`config.mk`:
```
export PLATFORM = sky130hd
export DESIGN_NAME = multi_voice_dds_pulse_word_generator
export DESIGN_NICKNAME = d
export VERILOG_FILES = /design/src/design/dvpw_pkg.sv /design/src/design/dvpw_voice.sv /design/src/design/dvpw_div.sv /design/src/design/multi_voice_dds_pulse_word_generator.sv
export SDC_FILE = /design/constraint.sdc
export NUM_CORES = 2
export LEC_CHECK = 0
export ABC_AREA = 1
export BUFFER_PORTS_ARGS = -buffer_cell sky130_fd_sc_hd__clkbuf_2
export CORE_MARGIN = 4
export CORE_UTILIZATION = 50
export CTS_BUF_LIST = sky130_fd_sc_hd__clkbuf_8
export DETAILED_ROUTE_END_ITERATION = 12
export PLACE_DENSITY_LB_ADDON = 0.15
export SKIP_LAST_GASP = 1
export SYNTH_ARGS = -nofsm -noshare
export SYNTH_HDL_FRONTEND = slang
export SYNTH_SLANG_ARGS = --single-unit
export TNS_END_PERCENT = 30
```
`constraint.sdc`:
```
create_clock -name clk_i -period 7 [get_ports clk_i]
set_clock_uncertainty 0.05 [all_clocks]
set_input_delay 2.1 -clock clk_i [delete_from_list [all_inputs] [get_ports clk_i]]
set_output_delay 2.1 -clock clk_i [all_outputs]
set_load 0.03 [all_outputs]
```
`src/design/dvpw_pkg.sv`:
```
package dvpw_pkg;

  localparam int VOICES    = 4;
  localparam int WORD_BITS = 32;
  localparam int DATA_W    = 32;
  localparam int VOICE_W   = 3;
  localparam int CMD_W     = 2;
  localparam int STATUS_W  = 2;
  localparam int CFG_IDX_W = 2;
  localparam int BIT_CNT_W = $clog2(WORD_BITS);
  localparam int DIV_CNT_W = $clog2(DATA_W);

  localparam logic [CMD_W-1:0] CMD_TICK      = 2'd0;
  localparam logic [CMD_W-1:0] CMD_SET_PULSE = 2'd1;
  localparam logic [CMD_W-1:0] CMD_SET_PHASE = 2'd2;
  localparam logic [CMD_W-1:0] CMD_STOP      = 2'd3;

  localparam logic [STATUS_W-1:0] ST_OK        = 2'd0;
  localparam logic [STATUS_W-1:0] ST_BAD_VOICE = 2'd1;
  localparam logic [STATUS_W-1:0] ST_TOO_LONG  = 2'd2;
  localparam logic [STATUS_W-1:0] ST_DUTY_HIGH = 2'd3;

  localparam logic [CFG_IDX_W-1:0] CFG_ACTIVE_LOW    = 2'd0;
  localparam logic [CFG_IDX_W-1:0] CFG_MAX_ON_CYCLES = 2'd1;
  localparam logic [CFG_IDX_W-1:0] CFG_MAX_DUTY      = 2'd2;

  typedef enum logic [2:0] {
    VOP_IDLE,
    VOP_STEP,
    VOP_PULSE,
    VOP_SUB_OFF,
    VOP_ADD_OFF,
    VOP_STOP
  } voice_op_e;

  typedef struct packed {
    voice_op_e            op;
    logic [VOICE_W-1:0]   voice;
    logic [DATA_W-1:0]    tw;
    logic [DATA_W-1:0]    duty;
    logic [DATA_W-1:0]    off;
  } voice_ctrl_t;

endpackage

```
`src/design/dvpw_voice.sv`:
```
module dvpw_voice (
  input  logic                         clk_i,
  input  logic                         rst_ni,
  input  logic [dvpw_pkg::VOICE_W-1:0] lane_i,
  input  dvpw_pkg::voice_ctrl_t        ctrl_i,
  output logic                         hit_o
);
  import dvpw_pkg::*;

  logic [DATA_W-1:0] phase_q, phase_d;
  logic [DATA_W-1:0] tw_q, tw_d;
  logic [DATA_W-1:0] duty_q, duty_d;
  logic [DATA_W-1:0] off_q, off_d;
  logic [DATA_W-1:0] next_phase;
  logic              sel;

  assign sel        = (ctrl_i.voice == lane_i);
  assign next_phase = phase_q + tw_q;
  assign hit_o      = (next_phase < duty_q);

  always_comb begin
    phase_d = phase_q;
    tw_d    = tw_q;
    duty_d  = duty_q;
    off_d   = off_q;
    case (ctrl_i.op)
      VOP_STEP: begin
        phase_d = next_phase;
      end
      VOP_PULSE: begin
        if (sel) begin
          tw_d   = ctrl_i.tw;
          duty_d = ctrl_i.duty;
        end
      end
      VOP_SUB_OFF: begin
        if (sel) begin
          phase_d = phase_q - off_q;
        end
      end
      VOP_ADD_OFF: begin
        if (sel) begin
          phase_d = phase_q + ctrl_i.off;
          off_d   = ctrl_i.off;
        end
      end
      VOP_STOP: begin
        duty_d = '0;
      end
      default: begin
      end
    endcase
  end

  always_ff @(posedge clk_i or negedge rst_ni) begin
    if (!rst_ni) begin
      phase_q <= '0;
      tw_q    <= '0;
      duty_q  <= '0;
      off_q   <= '0;
    end else begin
      phase_q <= phase_d;
      tw_q    <= tw_d;
      duty_q  <= duty_d;
      off_q   <= off_d;
    end
  end

endmodule

```
`src/design/dvpw_div.sv`:
```
module dvpw_div (
  input  logic                        clk_i,
  input  logic                        rst_ni,
  input  logic                        start_i,
  input  logic [dvpw_pkg::DATA_W-1:0] dividend_i,
  input  logic [dvpw_pkg::DATA_W-1:0] divisor_i,
  output logic                        done_o,
  output logic [dvpw_pkg::DATA_W-1:0] quot_o
);
  import dvpw_pkg::*;

  localparam logic [DIV_CNT_W-1:0] LAST = DIV_CNT_W'(DATA_W - 1);

  logic                 run_q, run_d;
  logic                 done_q, done_d;
  logic [DIV_CNT_W-1:0] cnt_q, cnt_d;
  logic [DATA_W-1:0]    rem_q, rem_d;
  logic [DATA_W-1:0]    quo_q, quo_d;
  logic [DATA_W-1:0]    dvs_q, dvs_d;
  logic [DATA_W:0]      rem_sh;
  logic [DATA_W:0]      rem_sub;
  logic                 fits;

  assign rem_sh  = {rem_q, quo_q[DATA_W-1]};
  assign rem_sub = rem_sh - {1'b0, dvs_q};
  assign fits    = !rem_sub[DATA_W];

  always_comb begin
    run_d  = run_q;
    done_d = 1'b0;
    cnt_d  = cnt_q;
    rem_d  = rem_q;
    quo_d  = quo_q;
    dvs_d  = dvs_q;
    if (start_i) begin
      run_d = 1'b1;
      cnt_d = '0;
      rem_d = '0;
      quo_d = dividend_i;
      dvs_d = divisor_i;
    end else if (run_q) begin
      rem_d = fits ? rem_sub[DATA_W-1:0] : rem_sh[DATA_W-1:0];
      quo_d = {quo_q[DATA_W-2:0], fits};
      cnt_d = cnt_q + 1'b1;
      if (cnt_q == LAST) begin
        run_d  = 1'b0;
        done_d = 1'b1;
      end
    end
  end

  always_ff @(posedge clk_i or negedge rst_ni) begin
    if (!rst_ni) begin
      run_q  <= 1'b0;
      done_q <= 1'b0;
      cnt_q  <= '0;
    end else begin
      run_q  <= run_d;
      done_q <= done_d;
      cnt_q  <= cnt_d;
    end
  end

  always_ff @(posedge clk_i) begin
    rem_q <= rem_d;
    quo_q <= quo_d;
    dvs_q <= dvs_d;
  end

  assign done_o = done_q;
  assign quot_o = quo_q;

endmodule

```
`src/design/multi_voice_dds_pulse_word_generator.sv`:
```
// Tick: one output bit per cycle; the word is decoded and its bits are shifted in. Set pulse:
// decoded and checked; the bit-serial on-time divider runs before the result when the voice
// is valid and the duty and tuning words are nonzero. Set phase: the voice subtracts its old
// offset, then adds the new one; stop: decoded, all duties cleared. One word in work at a time.
// Each result enters the output register once the output is free. Reset (async, active low)
// clears all voice state, config registers and handshake state, but not the data registers.
module multi_voice_dds_pulse_word_generator (
  input  logic                            clk_i,
  input  logic                            rst_ni,
  input  logic                            in_valid_i,
  output logic                            in_stall_o,
  input  logic [dvpw_pkg::CMD_W-1:0]      cmd_i,
  input  logic [dvpw_pkg::VOICE_W-1:0]    voice_i,
  input  logic [dvpw_pkg::DATA_W-1:0]     tuning_word_i,
  input  logic [dvpw_pkg::DATA_W-1:0]     duty_word_i,
  input  logic [dvpw_pkg::DATA_W-1:0]     phase_offset_i,
  output logic                            out_valid_o,
  input  logic                            out_stall_i,
  output logic [dvpw_pkg::DATA_W-1:0]     sample_word_o,
  output logic [dvpw_pkg::STATUS_W-1:0]   status_o,
  input  logic                            cfg_valid_i,
  output logic                            cfg_ready_o,
  input  logic [dvpw_pkg::CFG_IDX_W-1:0]  cfg_index_i,
  input  logic [dvpw_pkg::DATA_W-1:0]     cfg_data_i
);
  import dvpw_pkg::*;

  localparam logic [2:0] S_IDLE = 3'd0;
  localparam logic [2:0] S_EXEC = 3'd1;
  localparam logic [2:0] S_TICK = 3'd2;
  localparam logic [2:0] S_DIV  = 3'd3;
  localparam logic [2:0] S_PH2  = 3'd4;
  localparam logic [2:0] S_DONE = 3'd5;

  localparam logic [BIT_CNT_W-1:0] LAST_BIT = BIT_CNT_W'(WORD_BITS - 1);

  logic [2:0]           state_q, state_d;
  logic [BIT_CNT_W-1:0] bit_cnt_q, bit_cnt_d;
  logic [CMD_W-1:0]     cmd_q, cmd_d;
  logic [VOICE_W-1:0]   voice_q, voice_d;
  logic [DATA_W-1:0]    tw_q, tw_d;
  logic [DATA_W-1:0]    duty_q, duty_d;
  logic [DATA_W-1:0]    off_q, off_d;
  logic [WORD_BITS-1:0] word_q, word_d;
  logic [STATUS_W-1:0]  res_status_q, res_status_d;
  logic                 out_valid_q, out_valid_d;
  logic [DATA_W-1:0]    out_word_q, out_word_d;
  logic [STATUS_W-1:0]  out_status_q, out_status_d;
  logic                 active_low_q;
  logic [DATA_W-1:0]    max_on_q;
  logic [DATA_W-1:0]    max_duty_q;

  logic                 in_acc;
  logic                 bad_voice;
  logic                 out_free;
  logic                 div_start;
  logic                 div_done;
  logic [DATA_W-1:0]    div_quot;
  logic [VOICES-1:0]    hits;
  logic                 tick_bit;
  voice_ctrl_t          vctrl;

  assign in_stall_o  = (state_q != S_IDLE);
  assign in_acc      = in_valid_i && !in_stall_o;
  assign cfg_ready_o = 1'b1;
  assign bad_voice   = (int'(voice_q) >= VOICES);
  assign out_free    = !out_valid_q || !out_stall_i;
  assign tick_bit    = active_low_q ^ (^hits);

  for (genvar g = 0; g < VOICES; g++) begin : g_voice
    dvpw_voice u_voice (
      .clk_i  (clk_i),
      .rst_ni (rst_ni),
      .lane_i (VOICE_W'(g)),
      .ctrl_i (vctrl),
      .hit_o  (hits[g])
    );
  end

  dvpw_div u_div (
    .clk_i      (clk_i),
    .rst_ni     (rst_ni),
    .start_i    (div_start),
    .dividend_i (duty_q),
    .divisor_i  (tw_q),
    .done_o     (div_done),
    .quot_o     (div_quot)
  );

  always_comb begin
    state_d      = state_q;
    bit_cnt_d    = bit_cnt_q;
    cmd_d        = cmd_q;
    voice_d      = voice_q;
    tw_d         = tw_q;
    duty_d       = duty_q;
    off_d        = off_q;
    word_d       = word_q;
    res_status_d = res_status_q;
    out_valid_d  = out_valid_q && out_stall_i;
    out_word_d   = out_word_q;
    out_status_d = out_status_q;
    div_start    = 1'b0;
    vctrl.op     = VOP_IDLE;
    vctrl.voice  = voice_q;
    vctrl.tw     = tw_q;
    vctrl.duty   = duty_q;
    vctrl.off    = off_q;
    case (state_q)
      S_IDLE: begin
        if (in_acc) begin
          cmd_d   = cmd_i;
          voice_d = voice_i;
          tw_d    = tuning_word_i;
          duty_d  = duty_word_i;
          off_d   = phase_offset_i;
          state_d = S_EXEC;
        end
      end
      S_EXEC: begin
        word_d       = '0;
        bit_cnt_d    = '0;
        res_status_d = ST_OK;
        state_d      = S_DONE;
        case (cmd_q)
          CMD_TICK: begin
            state_d = S_TICK;
          end
          CMD_SET_PULSE: begin
            if (bad_voice) begin
              res_status_d = ST_BAD_VOICE;
            end else if (duty_q != '0 && tw_q == '0) begin
              res_status_d = ST_TOO_LONG;
            end else if (duty_q != '0) begin
              div_start = 1'b1;
              state_d   = S_DIV;
            end else if (duty_q > max_duty_q) begin
              res_status_d = ST_DUTY_HIGH;
            end else begin
              vctrl.op = VOP_PULSE;
            end
          end
          CMD_SET_PHASE: begin
            if (bad_voice) begin
              res_status_d = ST_BAD_VOICE;
            end else begin
              vctrl.op = VOP_SUB_OFF;
              state_d  = S_PH2;
            end
          end
          default: begin
            vctrl.op = VOP_STOP;
          end
        endcase
      end
      S_TICK: begin
        vctrl.op  = VOP_STEP;
        word_d    = {word_q[WORD_BITS-2:0], tick_bit};
        bit_cnt_d = bit_cnt_q + 1'b1;
        if (bit_cnt_q == LAST_BIT) begin
          state_d = S_DONE;
        end
      end
      S_DIV: begin
        if (div_done) begin
          state_d = S_DONE;
          if (div_quot > max_on_q) begin
            res_status_d = ST_TOO_LONG;
          end else if (duty_q > max_duty_q) begin
            res_status_d = ST_DUTY_HIGH;
          end else begin
            vctrl.op = VOP_PULSE;
          end
        end
      end
      S_PH2: begin
        vctrl.op = VOP_ADD_OFF;
        state_d  = S_DONE;
      end
      S_DONE: begin
        if (out_free) begin
          out_valid_d  = 1'b1;
          out_word_d   = DATA_W'(word_q);
          out_status_d = res_status_q;
          state_d      = S_IDLE;
        end
      end
      default: begin
        state_d = S_IDLE;
      end
    endcase
  end

  always_ff @(posedge clk_i or negedge rst_ni) begin
    if (!rst_ni) begin
      state_q      <= S_IDLE;
      bit_cnt_q    <= '0;
      out_valid_q  <= 1'b0;
      active_low_q <= 1'b0;
      max_on_q     <= '0;
      max_duty_q   <= '0;
    end else begin
      state_q     <= state_d;
      bit_cnt_q   <= bit_cnt_d;
      out_valid_q <= out_valid_d;
      if (cfg_valid_i && cfg_ready_o) begin
        case (cfg_index_i)
          CFG_ACTIVE_LOW:    active_low_q <= cfg_data_i[0];
          CFG_MAX_ON_CYCLES: max_on_q     <= cfg_data_i;
          CFG_MAX_DUTY:      max_duty_q   <= cfg_data_i;
          default: begin
          end
        endcase
      end
    end
  end

  always_ff @(posedge clk_i) begin
    cmd_q        <= cmd_d;
    voice_q      <= voice_d;
    tw_q         <= tw_d;
    duty_q       <= duty_d;
    off_q        <= off_d;
    word_q       <= word_d;
    res_status_q <= res_status_d;
    out_word_q   <= out_word_d;
    out_status_q <= out_status_d;
  end

  assign out_valid_o   = out_valid_q;
  assign sample_word_o = out_word_q;
  assign status_o      = out_status_q;

`ifndef SYNTHESIS
  a_div_done_in_div: assert property (@(posedge clk_i) disable iff (!rst_ni)
    div_done |-> (state_q == S_DIV))
    else $error("divider finished outside of the check state");

  a_tick_cmd: assert property (@(posedge clk_i) disable iff (!rst_ni)
    (state_q == S_TICK) |-> (cmd_q == CMD_TICK))
    else $error("word generation without a tick command");

  a_status_word: assert property (@(posedge clk_i) disable iff (!rst_ni)
    (out_valid_q && out_status_q != ST_OK) |-> (out_word_q == '0))
    else $error("rejected command carries a nonzero word");

  a_load_from_done: assert property (@(posedge clk_i) disable iff (!rst_ni)
    $rose(out_valid_q) |-> $past(state_q == S_DONE))
    else $error("result loaded outside of the done state");
`endif

endmodule

```
### Word level (Yosys, flattened, before mapping)

Index checks and enable logic that the tools add are counted.

* bits in registers: 858
* latch bits: 0
* RAM bits: 0
* bits in read-only memories: 0
* output and inout bits: 37
* word-level logic and storage cells: 209
* memories: 0

* add/sub/neg operators: 15
* multipliers: 0
* div/mod/pow operators: 0
* $lt $le $gt $ge: 7
* equality and inequality tests: 36
* shift-type cells: 0
* multiplexer cells: 69
* bitwise operators: 1
* reduce and logical (&&, ||, !) cells: 44

Operators by type and width (count)
* 32-bit two-way mux: 15
* 32-bit case mux with 3 select lines: 4
* 32-bit case mux with 2 select lines: 5
* 32-bit adder: 8
* 32-bit less-than comparator: 4
* 32-bit subtractor: 4
* 32-bit > comparator: 2
* 2-bit AND reduction: 17
* 33-bit by 32-bit subtractor with 33-bit output: 1
* 32-bit zero test: 1
* 32-bit nonzero test: 1
* 3-bit two-way mux: 9
* 2-bit by 1-bit != test with 1-bit output, second input constant: 13
* 2-bit two-way mux: 12
* 3-bit by 2-bit equality test with 1-bit output, second input constant: 6
* 3-bit case mux with 3 select lines: 2
* 3-bit case mux with 6 select lines: 1
* 1-bit two-way mux: 15
* 3-bit AND reduction: 5
* 3-bit equality test, second input constant: 4
* 3-bit case mux with 4 select lines: 1
* 5-bit by 1-bit adder with 5-bit output, second input constant: 2
* 5-bit equality test, second input constant: 2
* 5-bit two-way mux: 2
* other kinds (18): 36

### Logic depth before layout (Yosys ltp)

* word-level depth: 10
* depth in mapped cells: 31
* depth with buffers taken out: 31

### Cells and area by module

Synthesis repeated with hierarchy kept, for this count alone.

* cell total of the unflattened synthesis: 8382
* area, all modules: 60646.9 µm²

By module, submodules not included
* dvpw_voice at g_voice[1].u_voice ...: instances 2, cells each 1601, area an instance 10840.4 µm², sequential area each 3203.1 µm²
* dvpw_voice at g_voice[3].u_voice: instances 1, cells each 1616, area an instance 10892.9 µm², sequential area each 3203.1 µm²
* dvpw_voice at g_voice[0].u_voice: instances 1, cells each 1619, area an instance 10829.1 µm², sequential area each 3203.1 µm²
* multi_voice_dds_pulse_word_generator: instances 1, cells each 914, area an instance 10391.2 µm², sequential area each 6926.6 µm²
* dvpw_div: instances 1, cells each 1031, area an instance 6852.8 µm², sequential area each 2737.6 µm²

### Least setup slack after synthesis

OpenSTA, ideal clock, no wires.

* kind: input to register
* start: in in_valid_i
* end: reg cmd_q[0] (enable)
* arrival: 6.307 ns
* data required time: 6.388 ns
* path slack: 0.080 ns
* cell stages on the path: 2
* path buffers: 0
* cell sequence: inv_1 -> nor2_1

* cells in the longest elaborated chain, start to end: 2

Ends and longest elaborated chain
* start, declared: line multi_voice_dds_pulse_word_generator.sv:10 `input logic in_valid_i,`
* 1-bit logical AND: line multi_voice_dds_pulse_word_generator.sv:64 `assign in_acc = in_valid_i && !in_stall_o;`
* 2-bit AND reduction (no line)
* end signal, assigned: line multi_voice_dds_pulse_word_generator.sv:219 `cmd_q <= cmd_d;`
* end, declared: line multi_voice_dds_pulse_word_generator.sv:39 `logic [CMD_W-1:0] cmd_q, cmd_d;`

Every way passes these cells.
A chain may end at the register's enable or synchronous reset.

### Worst setup path in the final report

* start: reg state_q[0]
* end: reg g_voice[0].u_voice.phase_q[31]

* cells in the longest elaborated chain, start to end: 5
* elaborated cells between the ends (all ways): 13

Ends and longest elaborated chain
* start, declared: line multi_voice_dds_pulse_word_generator.sv:37 `logic [2:0] state_q, state_d;`
* start signal, assigned: line multi_voice_dds_pulse_word_generator.sv:203 `state_q <= state_d;`
* 3-bit equality test (tied with other cells): line multi_voice_dds_pulse_word_generator.sv:109 `case (state_q)`
* 3-bit case mux with 4 select lines *: line multi_voice_dds_pulse_word_generator.sv:109
* 3-bit equality test (tied with other cells): line dvpw_voice.sv:26 `case (ctrl_i.op)`
* 2-bit by 1-bit != test with 1-bit output (no line) / 3-bit nonzero test (equally long branches)
* 3-bit AND reduction (no line)
* end signal, assigned: line dvpw_voice.sv:62 `phase_q <= phase_d;`
* end, declared: line dvpw_voice.sv:10 `logic [DATA_W-1:0] phase_q, phase_d;`

Every way passes the cells marked *; elsewhere a longest branch is shown, timed or not.

==> impl_results.md <==
- Outcome: completed
- Hold path cells: 0
- Main flop type after synthesis: dfrtp_1
- RSZ-0062 raised after global routing: no
- Library cells used by synthesis: 66
- Most common cell after layout, fill and taps aside: nand2_1
- PwrDens: about 560 nW/um2
- R2R depth: 22
- Clock Tree Root: clkbuf_8
- DIE HEIGHT: 348.9 um
- Hold Path End: sample_word_o[31]
- CTS tree: done
- Skew-Pair Late Insertion Delay: approximately 0.90 ns
- Post-synth EDFFs: 233
- Initial DRC count: 5031
- Hold buffer count at CTS: 0
- Post-Route WL: approximately 210000 um
- Port Buffers: 175
- Std-Cell Rows: 124
- Final Hold Viols: 0
- H-tree depth: 4
- Layout cell share with drive strength beyond 1: just over 8%
- CTS clk-pin slew, worst paths: 0.07 ns
- Synthesis Warnings: 0
- Largest net degree at the start of global routing: 145
- Worst EP arrival: slightly below 6 ns
- Setup TNS: 0 ns
- Die width: 348.9 um
- Clk sink count: 858
- Mapped Avg Cell Area: 7.705 um2
- Drt drc: 0
- Kind of critical path: reg2reg
- Hold Startpoint: word_q[31]
- Storage element area: approximately 22000 um2
- Global-route wire length before repair: 314300 um
- CP max FO: 63
- FF-to-FF setup slack: 1.81 ns
- DRT Pass-1 Iters: 8
- Syn nets: 8169
- Cts repair resizes: 0
- DR vias: 52520
- Seq cells post-synth: 858
- Ys async rst share: 69.11%
- Max Fclk: 0.1928 GHz
- Worst-Margin Slew: 1.239 ns
- Fin crit share: 74.08%
- Final Setup Violations: 0
- Post-Syn Area: 58090 um2
- Cells after Synth: 7540
- Sequential share of the synthesized area: 38.69%
- Final Wtd Congestion: 0.9821
- Die ar.: 121700 um2
- Hold/Removal Path Class: reg2reg
- I/O pin total: ~180
- Final Cell Area: 63410 um2
- Reg2reg start: state_q[0]
- Core box area: 114800 um2
- Initial core utilization: 50.60%
- Vias in the first global route: 50950
- Minimum clock period: 5.186 ns
- DR WL/cell: roughly 23 um
- Worst EP required: 7.69 ns
- Multi-input logic area: 31000 um2
- DR vias/cell: roughly 5.6
- Worst slew margin: between 10% and 20%
- Max-slew violations: 0
- Dpl cell area: 60060 um2
- CP Launch Type: register
- Number of max-cap violations: 0
- Leak Pwr: 32.58 nW
- Tot GR Track Use: ~34%
- Nets: between 8000 and 9000
- Post-CTS setup buffers: 0
- Syn-to-layout area delta: 9.153%
- Most frequent cells in the layout: 2002 x nand2_1, 943 x inv_1, 599 x o21ai_0
- Post-route ant nets: 0
- Total congestion overflow: 0
- Antenna violations before repair: 9
- Fillers: 11190
- VDD IR max: 579.9 uV
- Dpl hpwl: 165800 um
- Max Root-Sink Buffers: 3
- Reg-to-reg endpoint: g_voice[0].u_voice.phase_q[31]
- Crit end category: register
- CTS buffer count: 153
==> registers in the layout (all words and copies together), names as in the netlist, 3 cells and up <==
signal and cells:
g_voice.u_voice.tw_q 128, sample_word_o 32, u_div.dvs_q 32, off_q 32, g_voice.u_voice.duty_q 128, max_duty_q 32
voice_q 3, word_q 32, u_div.quot_o 32, u_div.cnt_q 5, g_voice.u_voice.phase_q 128, g_voice.u_voice.off_q 128
max_on_q 32, u_div.rem_q 32, state_q 3, bit_cnt_q 5, tw_q 32, duty_q 32
==> worst max-delay path by stage <==
stage | start | endpoint | slack [ns]
after floorplan | in_valid_i | cmd_q[0] | 0.08
after detailed placement | state_q[2] | g_voice[0].u_voice.phase_q[31] | 1.96
after CTS | state_q[2] | g_voice[0].u_voice.phase_q[31] | 1.89
final | state_q[0] | g_voice[0].u_voice.phase_q[31] | 1.81
after global placement | state_q[0] | g_voice[3].u_voice.phase_q[17] | 1.99
after global routing | state_q[0] | g_voice[0].u_voice.phase_q[31] | 1.45
==> Yosys cell counts (4+ instances only) <==
| cell | instances | area share, % |
|---|---|---|
| o221a_2 | 6 | 0.12 |
| a21boi_0 | 28 | 0.36 |
| buf_2 | 103 | 0.89 |
| o211ai_1 | 7 | 0.090 |
| a22o_1 | 4 | 0.060 |
| o21bai_1 | 31 | 0.40 |
| ha_1 | 480 | 10 |
| o31ai_1 | 6 | 0.078 |
| a221oi_1 | 7 | 0.11 |
| buf_12 | 11 | 0.38 |
| buf_4 | 7 | 0.090 |
| nor3_1 | 85 | 0.73 |
| and3_1 | 5 | 0.054 |
| or2_2 | 7 | 0.075 |
| nand3_1 | 367 | 3.2 |
| nand3_2 | 7 | 0.12 |
| dfrtp_1 | 593 | 26 |
| o221ai_1 | 11 | 0.17 |
| o2111ai_1 | 6 | 0.090 |
| nand2_4 | 4 | 0.078 |
| nand3b_1 | 9 | 0.12 |
| o21a_1 | 22 | 0.28 |
| a21oi_1 | 507 | 4.4 |
| inv_1 | 907 | 5.9 |
| nor2_1 | 489 | 3.2 |
| nand4_1 | 92 | 0.99 |
| nand2_1 | 2006 | 13 |
| buf_6 | 15 | 0.29 |
| a211oi_1 | 7 | 0.090 |
| o21ai_0 | 599 | 5.2 |
| clkbuf_1 | 61 | 0.39 |
| edfxtp_1 | 233 | 12 |
| xnor2_1 | 93 | 1.4 |
| nor4_1 | 46 | 0.50 |
| fa_1 | 9 | 0.31 |
| a31oi_1 | 27 | 0.29 |
| o21ai_1 | 115 | 0.99 |
| nor3_2 | 8 | 0.14 |
| o21ai_2 | 5 | 0.075 |
| inv_2 | 16 | 0.10 |
| a21o_1 | 50 | 0.65 |
| nor2_2 | 18 | 0.19 |
| xor2_1 | 258 | 3.9 |
| nand2_2 | 109 | 1.2 |
| dfxtp_1 | 32 | 1.1 |
==> routing by layer <==
metal,routed length (um),track usage (%),vias up
li1,-,-,25290
met1,91540,46.65,24840
met2,93060,53.71,1987
met3,14780,5.202,405
met4,11400,16.65,2
met5,19,0,-
==> stage by stage <==
| step | std cells | total power, mW | hold slack (ns) | setup WS (ns) | util [%] |
|---|---|---|---|---|---|
| 2_1_floorplan | 7540 | 22.56 | 0.3503 | 0.08046 | - |
| 3_3_place_gp | 9062 | 29.94 | 0.3534 | 1.991 | 52.31 |
| 3_5_place_dp | 9062 | 29.91 | 0.3702 | 1.957 | 52.31 |
| 4_1_cts | 9345 | 35.15 | 0.3859 | 1.891 | 55.21 |
| 5_1_grt | 9347 | 38.07 | 0.3996 | 1.446 | 55.21 |
| 6_report | 9356 | 35.44 | 0.3798 | 1.814 | 55.23 |
==> cell type report <==
cell class	instances	share of cell area (%)
timing repair buffer	208	1.906
inverter	926	5.485
tap	1512	2.983
antenna	11	0.04341
clock inverter	101	1.298
multi-input combinational	5558	48.89
sequential	858	35.45
clock buffer	182	3.950
==> power by group <==
part | internal, mW | leakage (nW) | switching (mW)
Sequential | 6.42 | 10.5 | 1.09
Clock | 2.78 | 1.84 | 2.37
Combinational | 6.88 | 20.2 | 15.9
Total | 16.1 | 32.6 | 19.4
==> logic make-up after synthesis <==
family                     share of synthesized area [%]
buffers and inverters                              8.031
and+or+nand+nor                                    23.71
xor gates and xnor gates                           5.292
DFF                                                38.69
other                                           0.006455
adders and majority gates                          10.65
AOI/OAI and AO/OA                                  13.62
==> worst max-delay path, stage by stage (launching register included) <==
cell      delay (ns)
dfrtp_1         0.40
nor2_1          0.09
inv_1           0.07
nor2_2          0.03
buf_4           0.24
inv_4           0.54
buf_4           0.64
nor2_1          0.23
a21oi_1         0.44
ha_1            0.37
a21oi_1         0.17
a21boi_0        0.49
o21ai_0         0.31
nand2_1         0.13
nand2_1         0.14
a21oi_1         0.21
inv_1           0.06
nand2_1         0.06
nand2_1         0.04
nand3_1         0.07
nand2_1         0.07
nand2_1         0.05
nand2_1         0.06
(Power assumes the default switching activity.)
